===== config.mk =====
export PLATFORM = sky130hd
export DESIGN_NAME = gpe_offset_unit
export DESIGN_NICKNAME = d
export VERILOG_FILES = /design/src/hw/rtl/gpe_pkg.sv /design/src/hw/rtl/gpe_offset_unit.sv
export SDC_FILE = /design/constraint.sdc
export NUM_CORES = 1
export LEC_CHECK = 0
export ABC_CLOCK_PERIOD_IN_PS = 7000
export BUFFER_PORTS_ARGS = -buffer_cell sky130_fd_sc_hd__buf_2
export CAP_MARGIN = 10
export CORE_MARGIN = 3
export CORE_UTILIZATION = 35
export CTS_CLUSTER_DIAMETER = 40
export DETAILED_ROUTE_END_ITERATION = 10
export HOLD_SLACK_MARGIN = 0.08
export SLEW_MARGIN = 20
export SYNTH_ARGS = -nofsm -noshare
export SYNTH_HDL_FRONTEND = slang
export SYNTH_SLANG_ARGS = --single-unit

===== constraint.sdc =====
create_clock -name clk -period 7 [get_ports clk]
set_clock_uncertainty 0.15 [all_clocks]
set_input_delay 0.7 -clock clk [delete_from_list [all_inputs] [get_ports clk]]
set_output_delay 0.7 -clock clk [all_outputs]
set_load 0.1 [all_outputs]

===== src/hw/rtl/gpe_pkg.sv =====
// ----------------------------------------------------------------------------
// gpe_pkg
// shared types and constants of the glyph pixel expander
// ----------------------------------------------------------------------------
`default_nettype none

package gpe_pkg;

  localparam int OFFSET_W    = 27;
  localparam int COLOR_W     = 24;
  localparam int POS_W       = 12;
  localparam int PITCH_W     = 15;
  localparam int BPP_W       = 3;
  localparam int DIM_W       = 4;
  localparam int BYTE_W      = 8;
  localparam int CODE_W      = 8;
  localparam int STORE_AW    = 11;
  localparam int STORE_DEPTH = 2048;
  localparam int PRODX_W     = POS_W + BPP_W;
  localparam int PRODY_W     = POS_W + PITCH_W;

  // highest bit of a glyph row byte, used for the mirrored column order
  localparam logic [2:0] BIT_MSB = 3'd7;

  // operations of the offset unit
  typedef enum logic [1:0] {
    OP_MUL  = 2'd0,
    OP_BASE = 2'd1,
    OP_COL  = 2'd2,
    OP_ROW  = 2'd3
  } off_op_t;

  typedef struct packed {
    logic    en;
    off_op_t op;
  } off_ctl_t;

  // configuration register indexes
  typedef enum logic [2:0] {
    REG_ROW_PITCH    = 3'd0,
    REG_BYTES_PER_PX = 3'd1,
    REG_MIRROR_BITS  = 3'd2,
    REG_GLYPH_WIDTH  = 3'd3,
    REG_GLYPH_HEIGHT = 3'd4,
    REG_GLYPH_STRIDE = 3'd5
  } cfg_reg_t;

endpackage

`default_nettype wire


===== src/hw/rtl/gpe_offset_unit.sv =====
// ----------------------------------------------------------------------------
// gpe_offset_unit
// frame byte offset generator built round one shared 27-bit adder
// ----------------------------------------------------------------------------
`default_nettype none

module gpe_offset_unit (
  input  wire logic                          clk,
  input  wire gpe_pkg::off_ctl_t             ctl,
  input  wire logic [gpe_pkg::POS_W-1:0]     pos_x,
  input  wire logic [gpe_pkg::POS_W-1:0]     pos_y,
  input  wire logic [gpe_pkg::BPP_W-1:0]     bytes_per_pixel,
  input  wire logic [gpe_pkg::PITCH_W-1:0]   row_pitch,
  output logic      [gpe_pkg::OFFSET_W-1:0]  offset
);
  import gpe_pkg::*;

  logic [PRODX_W-1:0]  prod_x;
  logic [PRODY_W-1:0]  prod_y;
  logic [OFFSET_W-1:0] row_base;
  logic [OFFSET_W-1:0] add_a;
  logic [OFFSET_W-1:0] add_b;
  logic [OFFSET_W-1:0] sum;

  // operand selection for the shared adder
  always_comb begin
    case (ctl.op)
      OP_BASE: begin
        add_a = OFFSET_W'(prod_x);
        add_b = OFFSET_W'(prod_y);
      end
      OP_ROW: begin
        add_a = row_base;
        add_b = OFFSET_W'(row_pitch);
      end
      OP_COL: begin
        add_a = offset;
        add_b = OFFSET_W'(bytes_per_pixel);
      end
      default: begin
        add_a = offset;
        add_b = '0;
      end
    endcase
    sum = add_a + add_b;
  end

  always_ff @(posedge clk) begin
    if (ctl.en) begin
      case (ctl.op)
        OP_MUL: begin
          prod_x <= PRODX_W'(pos_x) * PRODX_W'(bytes_per_pixel);
          prod_y <= PRODY_W'(pos_y) * PRODY_W'(row_pitch);
        end
        OP_BASE, OP_ROW: begin
          row_base <= sum;
          offset   <= sum;
        end
        OP_COL: begin
          offset <= sum;
        end
        default: begin
          offset <= offset;
        end
      endcase
    end
  end

endmodule

`default_nettype wire


Yosys cells after proc, flatten, opt, wreduce, memory -nomap -nowiden
Index checks and enable logic that the tools add are counted.
{ "word_totals": {"regBits": 96, "input_bits": 46, "elab_cells": 18} }
{ "classes": {"n_addsub": 1, "mul": 2, "n_eq_ne": 3, "mux": 2, "n_reduce_logical": 6} }
{ "op_table": {"columns": ["operator", "count"], "rows": [
  ["$pmux W27 S3", 1],
  ["$pmux W27 S2", 1],
  ["$add A27 B27 Y27", 1],
  ["$mul A12 B15 Y27", 1],
  ["$mul A12 B3 Y15", 1],
  ["$reduce_and A2 Y1", 3],
  ["$eq A2 B2 Y1 const B", 2],
  ["$reduce_or A3 Y1", 1],
  ["$eq A2 B1 Y1 const B", 1],
  ["$logic_not A2 Y1", 1],
  ["$reduce_or A2 Y1", 1]
]} }

Depth between registers and ports, before layout
Gate-level depths: netlist of run 1.
{ "logic_depth": {"word_depth": 3, "depth_mapped": 20, "ltp_nobuf": 19} }

Worst setup path before layout of run 1
Ideal clock, no wire load.
{ "synth_path": {"kind": "input to register", "start": "input port pos_y[3] (netlist name)", "end": "register prod_y[23] (data pin)", "setup_ps": 264, "t_arrival_ps": 5360, "required_ps": 6586, "setup_slack_ps": 1227, "cell_stages": 18, "cell_sequence": "clkbuf_1 -> nand2_1 -> fa_1 -> fa_1 -> fa_1 -> inv_1 -> fa_1 -> inv_1 -> fa_1 -> inv_1 -> ha_1 -> or2_2 -> a21boi_1 -> a41oi_1 -> o31a_1 -> o21ai_1 -> a221oi_1 -> xnor2_1"} }
{ "synth_between": {"elab_chain_len": 1} }
{ "synth_rtl": {"columns": ["item", "line_no", "source"], "rows": [
  ["start: declaration", "gpe_offset_unit.sv:11", "input wire logic [gpe_pkg::POS_W-1:0] pos_y,"],
  ["$mul A12 B15 Y27", "gpe_offset_unit.sv:53", "prod_y <= PRODY_W'(pos_y) * PRODY_W'(row_pitch);"],
  ["end signal: assignment", "gpe_offset_unit.sv:53", null],
  ["end: declaration", "gpe_offset_unit.sv:19", "logic [PRODY_W-1:0] prod_y;"]
]} }
Every way passes these cells.
A chain may end at the register's enable or synchronous reset.

Final worst setup path of run 1
{ "layout_path": {"start": "input port pos_y[3] (netlist name)", "end": "register prod_y[24] (data pin)"} }
Same word-level chain as after synthesis.

==> reports/qor.yml, run 1 <==
fp.dieArea_um2: 35700
postSynthAreaPerCell_um2: 9.58
ff2ff_setup_slack_ns: 3.51
diodes_inserted: 0
run_status: "complete, no violations"
setup.worst_path.start_class: "primary input"
synth-warning-count: 0
synthFlopType: "sky130_fd_sc_hd__edfxtp_1"
cpLargestDelayFamily: "adder cells"
grt_antenna_before_repair: 0
drc: 0
grt_overflow: 0
fp.coreArea_um2: 32800
drtIter0Drc: 651
cts-hold-fix-buffers: 0
dpl.hpwl_mm: 21.2
place_ws_ns: 0.817
power_frac_comb_pct: 68.4
synth_async_sr_flop_share_pct: 0
insertion_delay_ns: 0.35
setup_viol: 0
final_worst_path_period_share_pct: 83.4
nNetsFinal: 1551
tritoncts.num_buffers: 9
p_sw_mw: 2.20
critPathSlowestCell: "sky130_fd_sc_hd__fa_1"
grt_pass1_vias: 8373
power.clock.fraction_pct: 10.5
synth-seq-cells: 96
timing.setup.tns_ns: 0
clockRootBuffer: "sky130_fd_sc_hd__clkbuf_16"
powerDensity_nw_per_um2: 365
ir_drop_mv: 0.259
ioPinCount: 73
post_cts.resized_instances: 0
slew-limit-headroom_pct: 45.1
cts_setup_buffers: 0
clock.fmax_mhz: 171
areaGrowthSynthToFinish_pct: 8.94
portBuffers: 72
unique_cell_type_count_in_the_yosys_netlist: 56
final-seq-area_um2: 2880
dr_total_vias: 8302
groute.usage.overall_pct: 15.4
hold_fails_final_rpt: 0
internal-power_mw: 2.47
worst-slew-pin-transition_ns: 0.816
max_cap_violations: 0
hold-worst-slack_ns: 0.512
initial_core_util_pct: 35.7
cts_tree: "built"
routed_wl_mm: 26.7
rsz_0062_raised_after_global_routing: "no"
cellLeakagePower_nw: 6.09
routed_via_density: 4.87
routabilityCongestion: 0.837
seq_power_share_pct: 21.1
worstHoldPathType: "in2reg"
crit_required_ns: 6.94
crit_fanout: 15
arrival_ns: 5.78
wire_length_of_the_first_global_routing_pass_mm: 44.3
cp_common_cell: "sky130_fd_sc_hd__fa_1"
fin_crit_ns: 5.84
critPathCaptureType: "register"
routed_wire_length_per_instance_um: 15.6
drtPass1Iterations: 5
ant_nets: 0
ys_seq_area_share_pct: 24.6
cts.htree.levels: 3
worstPathCellList: "buf_2 -> nand2_1 -> fa_1 -> fa_1 -> fa_1 -> inv_1 -> fa_1 -> inv_1 -> fa_1 -> inv_1 -> ha_1 -> or2_2 -> a31oi_1 -> a211oi_1 -> o21ai_1 -> a31oi_1 -> nor4b_1 -> a211o_1"
power.share.switching_pct: 47.1
multi_input_comb_area_um2: 7900
grt_max_degree: 46
cp.buffers_inverters: 4
path_type_of_the_worst_setup_path: "in2reg"
synth_edf_count: 96
dieHeight_um: 189
synth_cells: 1223
cts.clk_slew.worst_paths_ns: 0.08
syn-cell-area_um2: 11700
finalPower_mw: 4.66
postLayoutSetupSlackWorst_ns: 1.16
drive_gt1_share_pct: 8.47
chipWidth_um: 189
cts_buffer_depth: 2
fillCellCount: 3329
postSynthNetCount: 1516
final-max-slew-violation-count: 0
fp-row-count: 66
tritoncts_num_sinks: 96
slowest_delay_ns: 0.57
## path summary, 6_finish.rpt
check	startpoint	to	cells past startpoint
worst min register to register	row_base[0]	offset[0]	3
worst min-delay path	pos_x[0]	prod_x[0]	2
worst max-delay path	pos_y[3]	prod_y[24]	18
worst max register to register	prod_y[0]	row_base[22]	11
## power groups by stage
| stage | Sequential [mW] | Clock [mW] | Combinational, mW |
|---|---|---|---|
| final | 0.986 | 0.488 | 3.19 |
| after global routing | 1.00 | 0.521 | 3.61 |
| after CTS | 0.989 | 0.501 | 3.19 |
| after detailed placement | 1.00 | 0 | 3.17 |
| after global placement | 1.00 | 0 | 3.11 |
| after floorplan | 1.26 | 0 | 2.24 |
## layout by cell type, fill, tap and decap left out, types with 29 or more instances in the layout
cell type,synthesis,final
sky130_fd_sc_hd__nor2_1,37,37
sky130_fd_sc_hd__a21oi_1,57,57
sky130_fd_sc_hd__and2_1,98,98
sky130_fd_sc_hd__fa_1,142,142
sky130_fd_sc_hd__buf_2,0,72
sky130_fd_sc_hd__xnor2_1,35,35
sky130_fd_sc_hd__mux2i_1,29,29
sky130_fd_sc_hd__ha_1,105,105
sky130_fd_sc_hd__nand2_1,166,166
sky130_fd_sc_hd__edfxtp_1,96,96
sky130_fd_sc_hd__inv_1,197,197
## area by class of cell
class                   count  area share (%)
repair buffers             77            3.12
multi-input cells         877            61.8
clock buffers               9            1.76
flip-flops and latches     96            22.6
well taps                 442            4.33
inverters                 197            5.79
clock inverters             7           0.568
## cell usage after synthesis (all sizes together) (27+ instances only)
library cell	count	area, µm²
nand2	166	623
a21oi	57	285
o21ai	34	178
edfxtp	96	2880
ha	105	1310
a21o	27	203
xnor2	35	307
clkbuf	50	188
and2	98	613
inv	197	739
nor2	37	139
fa	142	2840
mux2i	29	290
## sequential cells by signal, indices dropped and copies added, names as in the netlist
name      cells
offset       27
prod_y       27
prod_x       15
row_base     27
## per-layer routing
| metal | part of all wire (%) | track usage, % | up-vias |
|---|---|---|---|
| met5 | 0 | 0 | - |
| li1 | - | - | 4047 |
| met4 | 0.97 | 2.69 | 0 |
| met2 | 44 | 24.1 | 201 |
| met1 | 50 | 23.2 | 4035 |
| met3 | 5.3 | 2.11 | 19 |
## logic make-up (layout without fill, tap and decap cells)
logic type      count (synthesis)  after routing  synth area share [%]
simple gates                  374            374                  15.6
compound gates                172            172                  9.57
flops                          96             96                  24.6
xor+xnor                       52             52                  3.89
fa+ha+maj                     247            247                  35.5
buf+inv                       250            290                  8.07
mux                            32             32                  2.77
## stage by stage
step | cell area (µm²) | std cells | utilization [%]
after detailed placement | 12500 | 1689 | 38.0
after floorplan | 11700 | 1223 | -
final | 12800 | 1705 | 38.9
after global routing | 12800 | 1705 | 38.9
after global placement | 12500 | 1689 | 38.0
after CTS | 12800 | 1705 | 38.9
Power figures use the tool's default switching activity.
==> run 2, diff against run 1 <==
--- a/config.mk
+++ b/config.mk
@@ -5,7 +5,7 @@
 export SDC_FILE = /design/constraint.sdc
 export NUM_CORES = 1
 export LEC_CHECK = 0
-export ABC_CLOCK_PERIOD_IN_PS = 7000
+export ABC_CLOCK_PERIOD_IN_PS = 5500
 export BUFFER_PORTS_ARGS = -buffer_cell sky130_fd_sc_hd__buf_2
 export CAP_MARGIN = 10
 export CORE_MARGIN = 3
==> constraint.sdc (replaced) <==
create_clock -name clk -period 5.5 [get_ports clk]
set_clock_uncertainty 0.15 [all_clocks]
set_input_delay 0.55 -clock clk [delete_from_list [all_inputs] [get_ports clk]]
set_output_delay 0.55 -clock clk [all_outputs]
set_load 0.1 [all_outputs]
==> run 2 against run 1 <==
  * Register-to-register slack worse by 1.5 ns
  * First-iteration DRC count is 36% lower
  * Hold slack worse by 0.15 ns
  * Die area stayed put
  * Global-route usage is 0.10 points higher
  * Sequential power is 28% higher
  * Critical path type unchanged
  * Largest power group unchanged
==> reports/qor.yml, run 2 (synthesis gave the netlist of run 1 again) <==
run_status: "complete, no violations"
dpl.hpwl_mm: 22.2  # +4.7%
dieHeight_um: 189  # unchanged
ioPinCount: 73  # unchanged
groute.usage.overall_pct: 15.5  # +0.10 points
portBuffers: 72  # unchanged
arrival_ns: 5.20  # -0.58 ns
placed_area_um2: 13000  # +4.1%
chipWidth_um: 189  # unchanged
wire_length_of_the_first_global_routing_pass_mm: 45.1  # +1.9%
tritoncts_num_sinks: 96  # unchanged
cts_buffer_depth: 2  # unchanged
crit_fanout: 9  # -6
cellLeakagePower_nw: 6.40  # +5.2%
powerDensity_nw_per_um2: 479  # +31%
critPathCaptureType: "register"
setup_viol: 0  # unchanged
diodes_inserted: 0  # unchanged
leading_cell_type_in_the_layout_fill_and_taps_excluded: "sky130_fd_sc_hd__inv_1"
fillCellCount: 3299  # -0.90%
hold_fails_final_rpt: 0  # unchanged
final_worst_path_period_share_pct: 95.5
worstHoldPathType: "in2reg"
fin_crit_ns: 5.25
fp.coreArea_um2: 32800  # unchanged
clockRootBuffer: "sky130_fd_sc_hd__clkbuf_16"
grt_antenna_before_repair: 0  # unchanged
fp.dieArea_um2: 35700  # unchanged
rsz_0062_raised_after_global_routing: "no"
grt_pass1_vias: 8765  # +4.7%
final-seq-area_um2: 2880  # unchanged
final-max-slew-violation-count: 0  # unchanged
routed_wl_mm: 26.7  # about the same
drc: 0  # unchanged
grt_max_degree: 58  # +26%
cts.clk_slew.worst_paths_ns: 0.06  # -0.02 ns
insertion_delay_ns: 0.35  # about the same
slew-limit-headroom_pct: 37.2  # -7.9 points
place_ws_ns: -0.164  # -0.981 ns
cp_common_cell: "sky130_fd_sc_hd__fa_1"
cts_tree: "built"
drtIter0Drc: 418  # -36%
drtPass1Iterations: 5  # unchanged
tritoncts.num_buffers: 9  # unchanged
cts_setup_buffers: 0  # unchanged
slowest_delay_ns: 0.55  # -0.02 ns
setup.worst_path.start_class: "primary input"
clock.fmax_mhz: 190
dr_total_vias: 8511  # +2.5%
routed_via_density: 4.81  # -1.2%
reg.largest.list: "offset: 27 flops, prod_y: 27 flops, row_base: 27 flops"
worst-slew-pin-transition_ns: 0.942  # +0.126 ns
post-route-cell-area_um2: 13300  # +4.0%
routed_wire_length_per_instance_um: 15.1  # -3.6%
postLayoutSetupSlackWorst_ns: 0.245  # -0.918 ns
initial_core_util_pct: 35.7  # unchanged
routabilityCongestion: 0.871  # +4.0%
grt_overflow: 0  # unchanged
worstPathCellList: "buf_2 -> nand2_1 -> fa_1 -> fa_1 -> fa_1 -> inv_1 -> fa_1 -> inv_1 -> fa_1 -> inv_1 -> ha_1 -> or2_2 -> a31oi_1 -> a211oi_1 -> o21ai_1 -> a31oi_1 -> buf_4 -> a211o_1"
drive_gt1_share_pct: 13.0  # +4.5 points
crit_required_ns: 5.44  # -1.50 ns
ant_nets: 0  # unchanged
path_type_of_the_worst_setup_path: "in2reg"
cpLargestDelayFamily: "adder cells"
areaGrowthSynthToFinish_pct: 13.3
critPathSlowestCell: "sky130_fd_sc_hd__fa_1"
nNetsFinal: 1617  # +4.3%
most_frequent_cells_in_the_layout: "sky130_fd_sc_hd__inv_1 (197), sky130_fd_sc_hd__nand2_1 (166), sky130_fd_sc_hd__fa_1 (142)"
fp-row-count: 66  # unchanged
ir_drop_mv: 0.291  # +13%
cp.buffers_inverters: 5  # +1
cts.htree.levels: 3  # unchanged
multi_input_comb_area_um2: 7920  # +0.27%
max_cap_violations: 0  # unchanged
==> run 2: cell count changes in the layout (fill, tap and decap cells not counted), sizes merged <==
cell | previous run | this run
buf | 77 | 142
bufinv | 0 | 1
clkbuf | 9 | 10
clkinvlp | 0 | 1
inv | 201 | 197
==> run 2: final cells by class <==
type / instances / share of cell area, %
Inverter: 197 / 5.57
Clock buffer: 9 / 1.70
Timing Repair Buffer: 143 / 6.84
Multi-Input combinational cell: 877 / 59.6
Tap cell: 442 / 4.17
Sequential cell: 96 / 21.7
Clock inverter: 5 / 0.377
==> run 2: worst paths after layout <==
kind | startpoint | to | slack, ns | depth (start not counted)
hold / removal | pos_x[0] | prod_x[0] | 0.36 | 2
setup / recovery | pos_y[4] | prod_y[24] | 0.25 | 18
setup reg to reg | prod_y[0] | row_base[22] | 2.05 | 11
hold reg to reg | offset[0] | offset[0] | 0.67 | 3
==> run 2: timing repair <==
item | in CTS | in global routing
hold buffers | 0 | 0
endpoints found under the setup margin | 0 | 3
gates resized for setup | 0 | 3
==> run 2: stage by stage <==
stage | utilization [%] | hold WS (ns) | power (mW) | setup TNS [ns] | cells
CTS | 40.4 | 0.344 | 6.41 | 0 | 1769
global placement | 39.6 | 0.618 | 5.70 | -0.346 | 1755
finish | 40.5 | 0.358 | 6.37 | 0 | 1769
floorplan | - | 0.591 | 4.47 | 0 | 1223
detailed placement | 39.6 | 0.643 | 5.78 | -0.837 | 1755
global route | 40.5 | 0.367 | 7.05 | 0 | 1769
==> run 2: metal layers <==
metal / vias to the layer above / GRT usage, % / share of wire (%)
li1: 4170 / - / -
met1: 4127 / 23.4 / 50
met2: 185 / 23.6 / 43
met3: 29 / 2.50 / 4.9
met4: 0 / 3.29 / 1.3
met5: - / 0 / 0
==> run 2: report_power, final <==
part | leakage (nW) | switching [mW] | internal (mW)
combinational | 5.38 | 2.51 | 2.01
clock | 0.132 | 0.250 | 0.343
sequential | 0.891 | 0.0511 | 1.21
